### src/rtl/core/fms_pkg.sv
// Shared types, codes and lookup functions of the flight mode sequencer.
// No dependencies; every other file uses this package by scoped names.
package fms_pkg;

    localparam int unsigned BrakeTicksW = 16;
    localparam logic [BrakeTicksW-1:0] BrakeTicksReset = 16'd200;

    typedef enum logic [1:0] {
        REQ_RC     = 2'd0,
        REQ_TICK   = 2'd1,
        REQ_GROUND = 2'd2,
        REQ_UNUSED = 2'd3
    } req_kind_t;

    localparam logic [7:0] CMD_MOTOR_OFF = 8'd1;
    localparam logic [7:0] CMD_MOTOR_ON  = 8'd2;

    localparam logic signed [9:0] ZoneB0 = -10'sd350;
    localparam logic signed [9:0] ZoneB1 = -10'sd150;
    localparam logic signed [9:0] ZoneB2 = 10'sd0;
    localparam logic signed [9:0] ZoneB3 = 10'sd150;
    localparam logic signed [9:0] ZoneB4 = 10'sd350;

    localparam logic [3:0] MODE_MANUAL      = 4'd0;
    localparam logic [3:0] MODE_ROLL_AUTO   = 4'd1;
    localparam logic [3:0] MODE_HOLD        = 4'd2;
    localparam logic [3:0] MODE_ROLL_FLOW   = 4'd3;
    localparam logic [3:0] MODE_FULL_FLOW   = 4'd4;
    localparam logic [3:0] MODE_FORWARD     = 4'd5;
    localparam logic [3:0] MODE_BACK        = 4'd6;
    localparam logic [3:0] MODE_BRAKE_FWD   = 4'd7;
    localparam logic [3:0] MODE_BRAKE_BACK  = 4'd8;

    localparam logic [3:0] PCMD_NONE     = 4'd0;
    localparam logic [3:0] PCMD_MANUAL   = 4'd1;
    localparam logic [3:0] PCMD_ROLL     = 4'd2;
    localparam logic [3:0] PCMD_FLOW     = 4'd3;
    localparam logic [3:0] PCMD_FORWARD  = 4'd4;
    localparam logic [3:0] PCMD_HOLD     = 4'd5;
    localparam logic [3:0] PCMD_BACK     = 4'd6;
    localparam logic [3:0] PCMD_BRAKE_F  = 4'd7;
    localparam logic [3:0] PCMD_BRAKE_B  = 4'd8;

    localparam logic [2:0] HMODE_MANUAL = 3'd0;
    localparam logic [2:0] HMODE_HOLD   = 3'd1;
    localparam logic [2:0] HMODE_LAND   = 3'd4;

    typedef struct packed {
        logic [1:0]        req_type;
        logic signed [9:0] aux2_level;
        logic signed [9:0] aux3_level;
        logic signed [9:0] aux4_level;
        logic              auto_enabled;
        logic [7:0]        out_cmd;
    } req_t;

    typedef struct packed {
        logic [3:0] pitch_rate;
        logic       pitch_pos;
        logic [2:0] roll_rate;
        logic       roll_pos;
    } sel_t;

    typedef struct packed {
        logic [2:0] alt_mode;
        logic [3:0] nav_mode;
        sel_t       sel;
        logic       motor_enable;
    } rsp_t;

    function automatic sel_t loop_sel(input logic [3:0] mode, input sel_t keep);
        sel_t s;
        s = keep;
        case (mode)
            MODE_MANUAL:     s = '{4'd0, 1'b0, 3'd0, 1'b0};
            MODE_ROLL_AUTO:  s = '{4'd0, 1'b0, 3'd1, 1'b1};
            MODE_HOLD:       s = '{4'd1, 1'b1, 3'd1, 1'b1};
            MODE_ROLL_FLOW:  s = '{4'd0, 1'b0, 3'd4, 1'b1};
            MODE_FULL_FLOW:  s = '{4'd4, 1'b1, 3'd4, 1'b1};
            MODE_FORWARD:    s = '{4'd2, 1'b0, 3'd1, 1'b1};
            MODE_BACK:       s = '{4'd3, 1'b0, 3'd1, 1'b1};
            MODE_BRAKE_FWD:  s = '{4'd7, 1'b0, 3'd1, 1'b1};
            MODE_BRAKE_BACK: s = '{4'd8, 1'b0, 3'd1, 1'b1};
            default:         s = keep;
        endcase
        return s;
    endfunction

    function automatic logic [2:0] zone_of(input logic signed [9:0] a);
        logic [2:0] z;
        if (a < ZoneB0)
            z = 3'd0;
        else if (a < ZoneB1)
            z = 3'd1;
        else if (a < ZoneB2)
            z = 3'd2;
        else if (a < ZoneB3)
            z = 3'd3;
        else if (a < ZoneB4)
            z = 3'd4;
        else
            z = 3'd5;
        return z;
    endfunction

endpackage

### src/rtl/core/flight_mode_sequencer.sv
// Top level of the flight mode sequencer: input register, mode state and
// result register. Depends on fms_pkg, fms_in_stage, fms_core, fms_out_stage.
//
//  channel   handshake              payload
//  request   req_valid / req_stall  req_type, aux2/3/4_level, auto_enabled, out_cmd
//  result    rsp_valid / rsp_stall  alt_mode, nav_mode, loop selects, motor_enable
//  config    cfg_valid / cfg_ready  cfg_data (brake_ticks)
//
// One request per cycle while the result side does not stall; a taken request passes
// through the input register and the mode logic into the result register.
// Reset clears all mode state and sets brake_ticks to 200; cfg_ready is always high.
// A stalled result holds; the input register then fills and req_stall rises.
module flight_mode_sequencer (
    input  logic                            clk,
    input  logic                            rst_n,
    input  logic                            req_valid,
    output logic                            req_stall,
    input  logic [1:0]                      req_type,
    input  logic signed [9:0]               aux2_level,
    input  logic signed [9:0]               aux3_level,
    input  logic signed [9:0]               aux4_level,
    input  logic                            auto_enabled,
    input  logic [7:0]                      out_cmd,
    output logic                            rsp_valid,
    input  logic                            rsp_stall,
    output logic [2:0]                      alt_mode,
    output logic [3:0]                      nav_mode,
    output logic                            roll_pos_sel,
    output logic [2:0]                      roll_rate_sel,
    output logic                            pitch_pos_sel,
    output logic [3:0]                      pitch_rate_sel,
    output logic                            yaw_sel,
    output logic                            motor_enable,
    input  logic                            cfg_valid,
    output logic                            cfg_ready,
    input  logic [fms_pkg::BrakeTicksW-1:0] cfg_data
);

    fms_pkg::req_t req_in;
    fms_pkg::req_t stage_req;
    fms_pkg::rsp_t rsp_next;
    fms_pkg::rsp_t rsp_out;
    logic          out_ready;
    logic          advance;

    assign req_in    = '{req_type, aux2_level, aux3_level, aux4_level, auto_enabled, out_cmd};
    assign cfg_ready = 1'b1;

    fms_in_stage u_in (
        .clk       (clk),
        .rst_n     (rst_n),
        .req_valid (req_valid),
        .req_stall (req_stall),
        .req_in    (req_in),
        .out_ready (out_ready),
        .advance   (advance),
        .stage_req (stage_req)
    );

    fms_core u_core (
        .clk       (clk),
        .rst_n     (rst_n),
        .cfg_write (cfg_valid && cfg_ready),
        .cfg_data  (cfg_data),
        .step_en   (advance),
        .req       (stage_req),
        .rsp_next  (rsp_next)
    );

    fms_out_stage u_out (
        .clk       (clk),
        .rst_n     (rst_n),
        .load      (advance),
        .rsp_in    (rsp_next),
        .rsp_stall (rsp_stall),
        .rsp_valid (rsp_valid),
        .out_ready (out_ready),
        .rsp_out   (rsp_out)
    );

    assign alt_mode       = rsp_out.alt_mode;
    assign nav_mode       = rsp_out.nav_mode;
    assign roll_pos_sel   = rsp_out.sel.roll_pos;
    assign roll_rate_sel  = rsp_out.sel.roll_rate;
    assign pitch_pos_sel  = rsp_out.sel.pitch_pos;
    assign pitch_rate_sel = rsp_out.sel.pitch_rate;
    assign yaw_sel        = 1'b0;
    assign motor_enable   = rsp_out.motor_enable;

endmodule

### src/rtl/core/fms_in_stage.sv
// Input register of the flight mode sequencer: holds one request and
// releases it when the result register can take it. Uses fms_pkg.
module fms_in_stage (
    input  logic          clk,
    input  logic          rst_n,
    input  logic          req_valid,
    output logic          req_stall,
    input  fms_pkg::req_t req_in,
    input  logic          out_ready,
    output logic          advance,
    output fms_pkg::req_t stage_req
);

    logic          valid_reg;
    logic          valid_next;
    fms_pkg::req_t req_reg;
    logic          take;

    assign req_stall  = valid_reg && !out_ready;
    assign advance    = valid_reg && out_ready;
    assign take       = req_valid && !req_stall;
    assign valid_next = take || (valid_reg && !advance);
    assign stage_req  = req_reg;

    always_ff @(posedge clk or negedge rst_n)
    begin
        if (!rst_n)
            valid_reg <= 1'b0;
        else
            valid_reg <= valid_next;
    end

    always_ff @(posedge clk)
    begin
        if (take)
            req_reg <= req_in;
    end

endmodule

### src/rtl/core/fms_core.sv
// Mode state of the flight mode sequencer: zone and switch decoding, the
// pending command, braking counter and loop selections. Uses fms_pkg.
module fms_core (
    input  logic                             clk,
    input  logic                             rst_n,
    input  logic                             cfg_write,
    input  logic [fms_pkg::BrakeTicksW-1:0]  cfg_data,
    input  logic                             step_en,
    input  fms_pkg::req_t                    req,
    output fms_pkg::rsp_t                    rsp_next
);

    logic [fms_pkg::BrakeTicksW-1:0] brake_ticks_reg;
    logic [2:0]                      prev_zone_reg, prev_zone_next;
    logic [3:0]                      pending_reg, pending_next;
    logic [1:0]                      hsel_reg, hsel_next;
    logic [fms_pkg::BrakeTicksW-1:0] brake_count_reg, brake_count_next;
    logic [3:0]                      mode_now_reg, mode_now_next;
    logic [3:0]                      mode_before_reg, mode_before_next;
    logic [2:0]                      hmode_reg, hmode_next;
    fms_pkg::sel_t                   sel_reg, sel_next;
    logic                            motor_on_reg, motor_on_next;
    logic                            stop_seen_reg, stop_seen_next;
    logic                            run_seen_reg, run_seen_next;

    logic [2:0]                      zone;
    logic [3:0]                      cmd;
    logic [fms_pkg::BrakeTicksW:0]   count_inc;

    assign zone = fms_pkg::zone_of(req.aux2_level);

    always_comb
    begin
        prev_zone_next   = prev_zone_reg;
        pending_next     = pending_reg;
        hsel_next        = hsel_reg;
        brake_count_next = brake_count_reg;
        mode_now_next    = mode_now_reg;
        mode_before_next = mode_before_reg;
        hmode_next       = hmode_reg;
        sel_next         = sel_reg;
        motor_on_next    = motor_on_reg;
        stop_seen_next   = stop_seen_reg;
        run_seen_next    = run_seen_reg;
        cmd              = pending_reg;
        count_inc        = '0;

        if (step_en)
        begin
            case (fms_pkg::req_kind_t'(req.req_type))
                fms_pkg::REQ_RC:
                begin
                    if (zone != prev_zone_reg)
                        pending_next = {1'b0, zone} + 4'd1;
                    prev_zone_next = zone;

                    if (req.aux3_level < fms_pkg::ZoneB1)
                        hsel_next = 2'd0;
                    else if (req.aux3_level < fms_pkg::ZoneB3)
                        hsel_next = 2'd1;
                    else
                        hsel_next = 2'd2;

                    if (req.aux4_level > 10'sd0)
                    begin
                        run_seen_next = 1'b0;
                        if (!stop_seen_reg)
                        begin
                            stop_seen_next = 1'b1;
                            motor_on_next  = 1'b0;
                        end
                    end
                    else
                    begin
                        stop_seen_next = 1'b0;
                        if (!run_seen_reg)
                        begin
                            run_seen_next = 1'b1;
                            motor_on_next = 1'b1;
                        end
                    end
                end
                fms_pkg::REQ_TICK:
                begin
                    if (req.auto_enabled)
                    begin
                        case (hsel_reg)
                            2'd1:    hmode_next = fms_pkg::HMODE_HOLD;
                            2'd2:    hmode_next = fms_pkg::HMODE_LAND;
                            default: hmode_next = fms_pkg::HMODE_MANUAL;
                        endcase

                        if (cmd != fms_pkg::PCMD_NONE)
                        begin
                            case (cmd)
                                fms_pkg::PCMD_MANUAL:  mode_now_next = fms_pkg::MODE_MANUAL;
                                fms_pkg::PCMD_ROLL:    mode_now_next = fms_pkg::MODE_ROLL_AUTO;
                                fms_pkg::PCMD_FLOW:    mode_now_next = fms_pkg::MODE_ROLL_FLOW;
                                fms_pkg::PCMD_FORWARD: mode_now_next = fms_pkg::MODE_FORWARD;
                                fms_pkg::PCMD_HOLD:
                                begin
                                    if (mode_before_reg == fms_pkg::MODE_FORWARD)
                                    begin
                                        cmd              = fms_pkg::PCMD_BRAKE_F;
                                        brake_count_next = '0;
                                    end
                                    else if (mode_before_reg == fms_pkg::MODE_BACK)
                                    begin
                                        cmd              = fms_pkg::PCMD_BRAKE_B;
                                        brake_count_next = '0;
                                    end
                                    else
                                        mode_now_next = fms_pkg::MODE_HOLD;
                                end
                                fms_pkg::PCMD_BACK:    mode_now_next = fms_pkg::MODE_BACK;
                                default:               mode_now_next = mode_now_reg;
                            endcase

                            if (cmd == fms_pkg::PCMD_BRAKE_F || cmd == fms_pkg::PCMD_BRAKE_B)
                            begin
                                count_inc     = {1'b0, brake_count_next} + 1'b1;
                                mode_now_next = cmd;
                                if (count_inc > {1'b0, brake_ticks_reg})
                                begin
                                    brake_count_next = '0;
                                    pending_next     = fms_pkg::PCMD_NONE;
                                    mode_now_next    = fms_pkg::MODE_HOLD;
                                end
                                else
                                begin
                                    brake_count_next = count_inc[fms_pkg::BrakeTicksW-1:0];
                                    pending_next     = cmd;
                                end
                            end
                            else if (cmd <= fms_pkg::PCMD_BACK)
                                pending_next = fms_pkg::PCMD_NONE;
                            else
                                pending_next = cmd;
                        end

                        sel_next         = fms_pkg::loop_sel(mode_now_next, sel_reg);
                        mode_before_next = mode_now_next;
                    end
                end
                fms_pkg::REQ_GROUND:
                begin
                    if (req.out_cmd == fms_pkg::CMD_MOTOR_OFF)
                        motor_on_next = 1'b0;
                    else if (req.out_cmd == fms_pkg::CMD_MOTOR_ON)
                        motor_on_next = 1'b1;
                end
                default:
                begin
                end
            endcase
        end
    end

    assign rsp_next = '{hmode_next, mode_now_next, sel_next, motor_on_next};

    always_ff @(posedge clk or negedge rst_n)
    begin
        if (!rst_n)
        begin
            brake_ticks_reg <= fms_pkg::BrakeTicksReset;
            prev_zone_reg   <= '0;
            pending_reg     <= '0;
            hsel_reg        <= '0;
            brake_count_reg <= '0;
            mode_now_reg    <= '0;
            mode_before_reg <= '0;
            hmode_reg       <= '0;
            sel_reg         <= '0;
            motor_on_reg    <= 1'b0;
            stop_seen_reg   <= 1'b0;
            run_seen_reg    <= 1'b0;
        end
        else
        begin
            if (cfg_write)
                brake_ticks_reg <= cfg_data;
            prev_zone_reg   <= prev_zone_next;
            pending_reg     <= pending_next;
            hsel_reg        <= hsel_next;
            brake_count_reg <= brake_count_next;
            mode_now_reg    <= mode_now_next;
            mode_before_reg <= mode_before_next;
            hmode_reg       <= hmode_next;
            sel_reg         <= sel_next;
            motor_on_reg    <= motor_on_next;
            stop_seen_reg   <= stop_seen_next;
            run_seen_reg    <= run_seen_next;
        end
    end

    a_mode_range: assert property (@(posedge clk) disable iff (!rst_n)
        mode_now_reg <= fms_pkg::MODE_BRAKE_BACK)
        else $error("flight mode out of range");

    a_pending_range: assert property (@(posedge clk) disable iff (!rst_n)
        pending_reg <= fms_pkg::PCMD_BRAKE_B)
        else $error("pending command out of range");

    a_mode_tracks: assert property (@(posedge clk) disable iff (!rst_n)
        mode_before_reg == mode_now_reg)
        else $error("previous mode lost track of current mode");

    a_switch_edges: assert property (@(posedge clk) disable iff (!rst_n)
        !(stop_seen_reg && run_seen_reg))
        else $error("motor switch seen in both positions");

    a_no_tick_no_mode: assert property (@(posedge clk) disable iff (!rst_n)
        !(step_en && req.req_type == fms_pkg::REQ_TICK && req.auto_enabled)
        |=> $stable(mode_now_reg))
        else $error("flight mode changed without a mode tick");

endmodule

### src/rtl/core/fms_out_stage.sv
// Result register of the flight mode sequencer: holds one result until the
// downstream side takes it. Uses fms_pkg.
module fms_out_stage (
    input  logic          clk,
    input  logic          rst_n,
    input  logic          load,
    input  fms_pkg::rsp_t rsp_in,
    input  logic          rsp_stall,
    output logic          rsp_valid,
    output logic          out_ready,
    output fms_pkg::rsp_t rsp_out
);

    logic          valid_reg;
    logic          valid_next;
    fms_pkg::rsp_t rsp_reg;

    assign out_ready  = !valid_reg || !rsp_stall;
    assign valid_next = load || (valid_reg && rsp_stall);
    assign rsp_valid  = valid_reg;
    assign rsp_out    = rsp_reg;

    always_ff @(posedge clk or negedge rst_n)
    begin
        if (!rst_n)
            valid_reg <= 1'b0;
        else
            valid_reg <= valid_next;
    end

    always_ff @(posedge clk)
    begin
        if (load)
            rsp_reg <= rsp_in;
    end

endmodule

### config.mk
export PLATFORM = sky130hd
export DESIGN_NAME = flight_mode_sequencer
export DESIGN_NICKNAME = d
export VERILOG_FILES = /design/src/rtl/core/fms_pkg.sv /design/src/rtl/core/flight_mode_sequencer.sv /design/src/rtl/core/fms_in_stage.sv /design/src/rtl/core/fms_core.sv /design/src/rtl/core/fms_out_stage.sv
export SDC_FILE = /design/constraint.sdc
export NUM_CORES = 1
export LEC_CHECK = 0
export BUFFER_PORTS_ARGS = -buffer_cell sky130_fd_sc_hd__buf_4
export CAP_MARGIN = 20
export CELL_PAD_IN_SITES_DETAIL_PLACEMENT = 0
export CELL_PAD_IN_SITES_GLOBAL_PLACEMENT = 2
export CORE_UTILIZATION = 40
export CTS_CLUSTER_SIZE = 25
export DETAILED_ROUTE_END_ITERATION = 12
export GPL_TIMING_DRIVEN = 0
export PLACE_DENSITY_LB_ADDON = 0.15
export SETUP_SLACK_MARGIN = 0.4
export SYNTH_ARGS = -nofsm -noshare
export SYNTH_HDL_FRONTEND = slang
export SYNTH_SLANG_ARGS = --single-unit
export TNS_END_PERCENT = 1
### constraint.sdc
create_clock -name clk -period 7.1 [get_ports clk]
set_input_delay 1.065 -clock clk [delete_from_list [all_inputs] [get_ports clk]]
set_output_delay 1.065 -clock clk [all_outputs]
set_load 0.01 [all_outputs]
; After elaboration in Yosys (flattened, before gate mapping)
; Index checks and enable logic that the tools add are counted.
[classes]
reduce_logical = 22
order_cmp = 10
shift = 0
n_eq_ne = 28
n_bitwise = 0
muxes = 59
add_sub_neg = 2
multipliers = 0
div_mod_pow = 0
[op_table]
columns = operator, n
row1 = $mux W16, 9
row2 = $mux W4, 24
row3 = $pmux W9 S9, 1
row4 = $eq A4 B3 Y1 const B, 10
row5 = $lt A10 B9 Y1 const B, 4
row6 = $mux W9, 3
row7 = $pmux W4 S6, 1
row8 = $mux W3, 7
row9 = $lt A10 B10 Y1 const B, 2
row10 = $add A16 B1 Y17 const B, 1
row11 = $gt A17 B16 Y1, 1
row12 = $eq A4 B2 Y1 const B, 4
row13 = $gt A10 B1 Y1 const B, 1
row14 = $lt A10 B1 Y1 const B, 1
row15 = $mux W1, 9
row16 = $eq A4 B1 Y1 const B, 2
row17 = $eq A4 B4 Y1 const B, 2
row18 = $eq A8 B1 Y1 const B, 1
row19 = $eq A8 B2 Y1 const B, 1
row20 = $pmux W4 S2, 1
row21 = $pmux W3 S2, 1
row22 = $logic_and A1 B1 Y1, 5
row23 = $logic_not A1 Y1, 5
row24 = $reduce_and A5 Y1, 1
row25 = other kinds (17), 24
[totals]
in_bits = 62
word_cells = 151
ram_bits = 0
register_bits = 124
latch_bits = 0
mem_bits_ro = 0
memories = 0

; Logic depth before layout (Yosys ltp)
[depth]
ltp_word = 21
depth_mapped = 21
mapped_depth_nobuf = 18

; Hierarchy
; Synthesis repeated with hierarchy kept, for this count alone.
[hier_totals]
hier_cells = 537
area_unflattened_um2 = 5885.6
[by_module_without_submodules]
columns = mod, area_each_um2, instances, seq_area_each_um2, cells_per_inst
row1 = fms_core, 4021.4, 1, 1605.3, 466
row2 = fms_in_stage, 1295.0, 1, 1256.2, 47
row3 = fms_out_stage, 546.8, 1, 535.5, 20
row4 = flight_mode_sequencer, 22.5, 1, 0.0, 4

; Worst setup path after synthesis
; No wires, ideal clock.
[synth_path]
path_type = reg-to-reg
from = register u_core.mode_before_reg[1]
to = register u_out.rsp_reg, in the netlist u_out.rsp_out[7], data pin
setup_slack_ns = 2.570
arrival_time_ns = 4.269
n_path_buf = 2
setup_ns = 0.260
path_stages_with_launch = 21
required_ns = 6.840
path_cell_list = dfrtp_1 xnor2_1 or3_1 clkbuf_1 and2_1 ha_1 nand3_1 nor2_1 nand4_1 xor2_1 nor2_1 ha_1 nand3_1 nor3_1 a211oi_1 a211oi_1 nor3_4 or2_1 buf_6 a22o_1 a22o_1
[synth_lines]
columns = element, line_no
row1 = "start, declared", fms_core.sv:19  ; logic [3:0] mode_before_reg, mode_before_next;
row2 = "start signal, assigned", fms_core.sv:187  ; mode_before_reg <= mode_before_next;
row3 = "end signal, assigned", fms_out_stage.sv:34  ; rsp_reg <= rsp_in;
row4 = "end, declared", fms_out_stage.sv:16  ; fms_pkg::rsp_t rsp_reg;

==> results.ini <==
[timing]
setup_viol=0
timing.final.crit_share_pct=79.29
fmax_mhz=177.6
hold_viol=0
tightest_slew_ps=899.4
fin_skew_ps=8.004
rsz0062_at_grt=no
final.setup.tns_ps=0
drv_slew=0
fin_crit_ps=5630
slew_headroom_pct=39.58

[critical_path]
required_ps=7260
cp_cell_sequence=xnor2_1 -> or3_1 -> clkbuf_1 -> and2_1 -> ha_1 -> nand3_1 -> nor2_1 -> nand4_1 -> xor2_1 -> nor2_1 -> ha_1 -> nand3_1 -> nor3_1 -> a211oi_1 -> a211oi_1 -> nor3_4 -> or2_1 -> buf_6 -> a22o_1 -> a22o_1
cp_slowest_cell=a211oi_1
slowest_delay_ps=540
path_class=reg -> reg
r2r-start=u_core.mode_before_reg[0]
r2r-end=u_out.rsp_out[7]
worstSetupEndpointType=register
path_max_fanout=10
reg2regPathDepth=20
r2r_setup_slack_ps=1470
worstPathArrival_ps=5790
critPathLaunchType=register

[min_path]
hold_start=u_core.hmode_reg[0]
hold_path_class=reg -> reg
min_to=u_core.hmode_reg[0]
hold_depth=2

[synthesis]
yosysTopAreaCellShare_pct=28.90
ys_seq_area_share_pct=57.34
synth_compound_area_share_pct=16.56
synthTopCellsByCount=nand2_1 (68), dfrtp_1 (63), edfxtp_1 (56)
synth_mux_area_share_pct=0.5590
syn_area_um2=5819
synth_xor_area_share_pct=1.806
syn_area_per_cell_um2=10.88
synth-edff-count=56
synth_top_flop_cell=dfrtp_1
synth_top_family_by_area=compound AO/OA/AOI/OAI gates
netlist_top_cells_area=edfxtp_1 (29%), dfrtp_1 (27%), nand2_1 (4.4%)
synth-simple-area-share_pct=15.87
yosys.area_share.adder_pct=4.257
synthCells=535
ys_warn_count=0
synth_cell_types=68
synth-seq-cells=122
yosys.area.top_type=edfxtp_1
synth_most_common_cell=nand2_1
synthesis.nets=616
synth_async_sr_flop_share_pct=54.10

[die]
die_h_um=122.6
rows=43
die_w_um=122.6
io_pins=83
die-area_um2=15030
coreArea_um2=14040
start_util_pct=41.44

[finish]
n_antenna_cell=0
areaGrowthSynthToFinish_pct=23.91
nNetsFinal=713
largest_reg_flops=39
drive_above_1_share_pct=20.78
fill_cells=1273

[detailed_routing]
drt_iter0_markers=250
dr.pass1.iters=4
avgViaCountPerCell=5.171
vias=4266
drc_errors=0
wl_per_cell_um=14.47
ant_nets=0
wl_mm=11.94

[power_and_ir_drop]
max-vdd-ir-drop_v=0.0001941
power.leakage_nw=3.106
total_power_mw=2.299
p_per_area_nw_per_um2=318.8

[outcome]
status=finished, final reports clean

[global_route]
grt_overflow_total=0
grt_pass1_wl_mm=19.82
grt_max_degree=67
grt_pass1_vias=4185
track_usage_pct=17.40
antenna_found_initial=0

[clocking]
ctsResizeCount=0
clk_pin_slew_ps=60
post_cts_buffers=0
htreeDepth=4
cts_buffers=17
clkSinkCount=122
clock_path_buffers=2
root_buffer=clkbuf_16
clock_latency_ps=410
cts_tree=built
holdBufCountCts=0

[place]
port_buffers=78
hpwl_mm=8.505
gp_congestion=0.7751

[flow_run]
maxCapViolCount=0

==> power by group <==
group | internal [mW] | switching (mW)
logic | 0.225 | 0.311
clock network | 0.519 | 0.318
registers | 0.872 | 0.0545
total | 1.62 | 0.683
==> layer usage <==
metal / track usage [%] / part of all wire, % / vias up
li1: - / - / 2133
met1: 22.38 / 47 / 2038
met2: 27.84 / 48 / 83
met3: 4.368 / 3.7 / 12
met4: 7.393 / 1.4 / 0
met5: 0 / 0 / -
==> logic make-up (layout without fill, tap and decap cells) <==
| group | after synthesis | in the layout |
|---|---|---|
| AOI/OAI and AO/OA | 143 | 143 |
| xor gates and xnor gates | 12 | 12 |
| adders and majority gates | 20 | 20 |
| buffers and inverters | 47 | 157 |
| DFF | 122 | 122 |
| muxes | 3 | 3 |
| other | 2 | 2 |
| and+or+nand+nor | 186 | 186 |
==> metrics by stage <==
| step | worst slack, ps | hold slack (ps) | cells | area, um^2 | utilization, % |
|---|---|---|---|---|---|
| 6_report | 1470 | 463.1 | 825 | 7211 | 51.35 |
| 5_1_grt | 1039 | 486.2 | 825 | 7211 | 51.35 |
| 4_1_cts | 1378 | 468.0 | 825 | 7211 | 51.35 |
| 3_5_place_dp | 1389 | 454.4 | 793 | 6631 | 47.22 |
| 3_3_place_gp | 1455 | 452.2 | 793 | 6630 | 47.22 |
| 2_1_floorplan | 2570 | 430.0 | 535 | 5819 | - |
==> placed cells by master, fill, tap and decap left out, types with 4 or more instances in the layout <==
| master | instances |
|---|---|
| nor2_1 | 42 |
| buf_4 | 80 |
| nor2b_1 | 4 |
| a22oi_1 | 5 |
| a21o_1 | 6 |
| and2_1 | 6 |
| clkinv_4 | 5 |
| o21a_1 | 6 |
| nand2_1 | 68 |
| and3_1 | 5 |
| ha_1 | 19 |
| a21oi_1 | 26 |
| nand2b_1 | 7 |
| o31ai_1 | 5 |
| a22o_1 | 12 |
| nor3_1 | 8 |
| nand4_1 | 5 |
| or3_1 | 4 |
| edfxtp_1 | 56 |
| nand3_1 | 16 |
| o21ai_0 | 44 |
| xnor2_1 | 5 |
| dfrtp_1 | 63 |
| clkbuf_16 | 17 |
| clkbuf_1 | 13 |
| a211oi_1 | 6 |
| a31oi_1 | 6 |
| inv_1 | 29 |
| xor2_1 | 7 |
==> worst max-delay path by stage <==
| stage | start | depth (start not counted) | endpoint | slack (ps) |
|---|---|---|---|---|
| floorplan | u_core.mode_before_reg[1] | 20 | u_out.rsp_out[7] | 2570 |
| global placement | u_core.mode_before_reg[1] | 20 | u_out.rsp_out[7] | 1450 |
| detailed placement | u_core.mode_before_reg[1] | 20 | u_out.rsp_out[7] | 1390 |
| CTS | u_core.mode_before_reg[1] | 20 | u_out.rsp_out[7] | 1380 |
| global route | u_core.mode_before_reg[1] | 20 | u_core.pending_reg[2] | 1040 |
| finish | u_core.mode_before_reg[0] | 20 | u_out.rsp_out[7] | 1470 |
==> worst max-delay path, delay by kind of cell (launching register included) <==
kind,cells,cell delay (ps)
simple gates,10,2060
compound gates,4,1070
xor+xnor,2,650
fa+ha+maj,2,620
buf+inv,2,540
flops,1,410
==> area by class of cell <==
type	instances	area [um^2]	share of cell area (%)
Multi-Input combinational cell	366	2281	31.63
Buffer	18	93.84	1.301
Tap cell	180	225.2	3.123
Clock buffer	19	432.9	6.004
Inverter	29	108.9	1.510
Clock inverter	13	146.4	2.030
Timing Repair Buffer	78	585.6	8.121
Sequential cell	122	3337	46.28
Power figures use the tool's default switching activity.
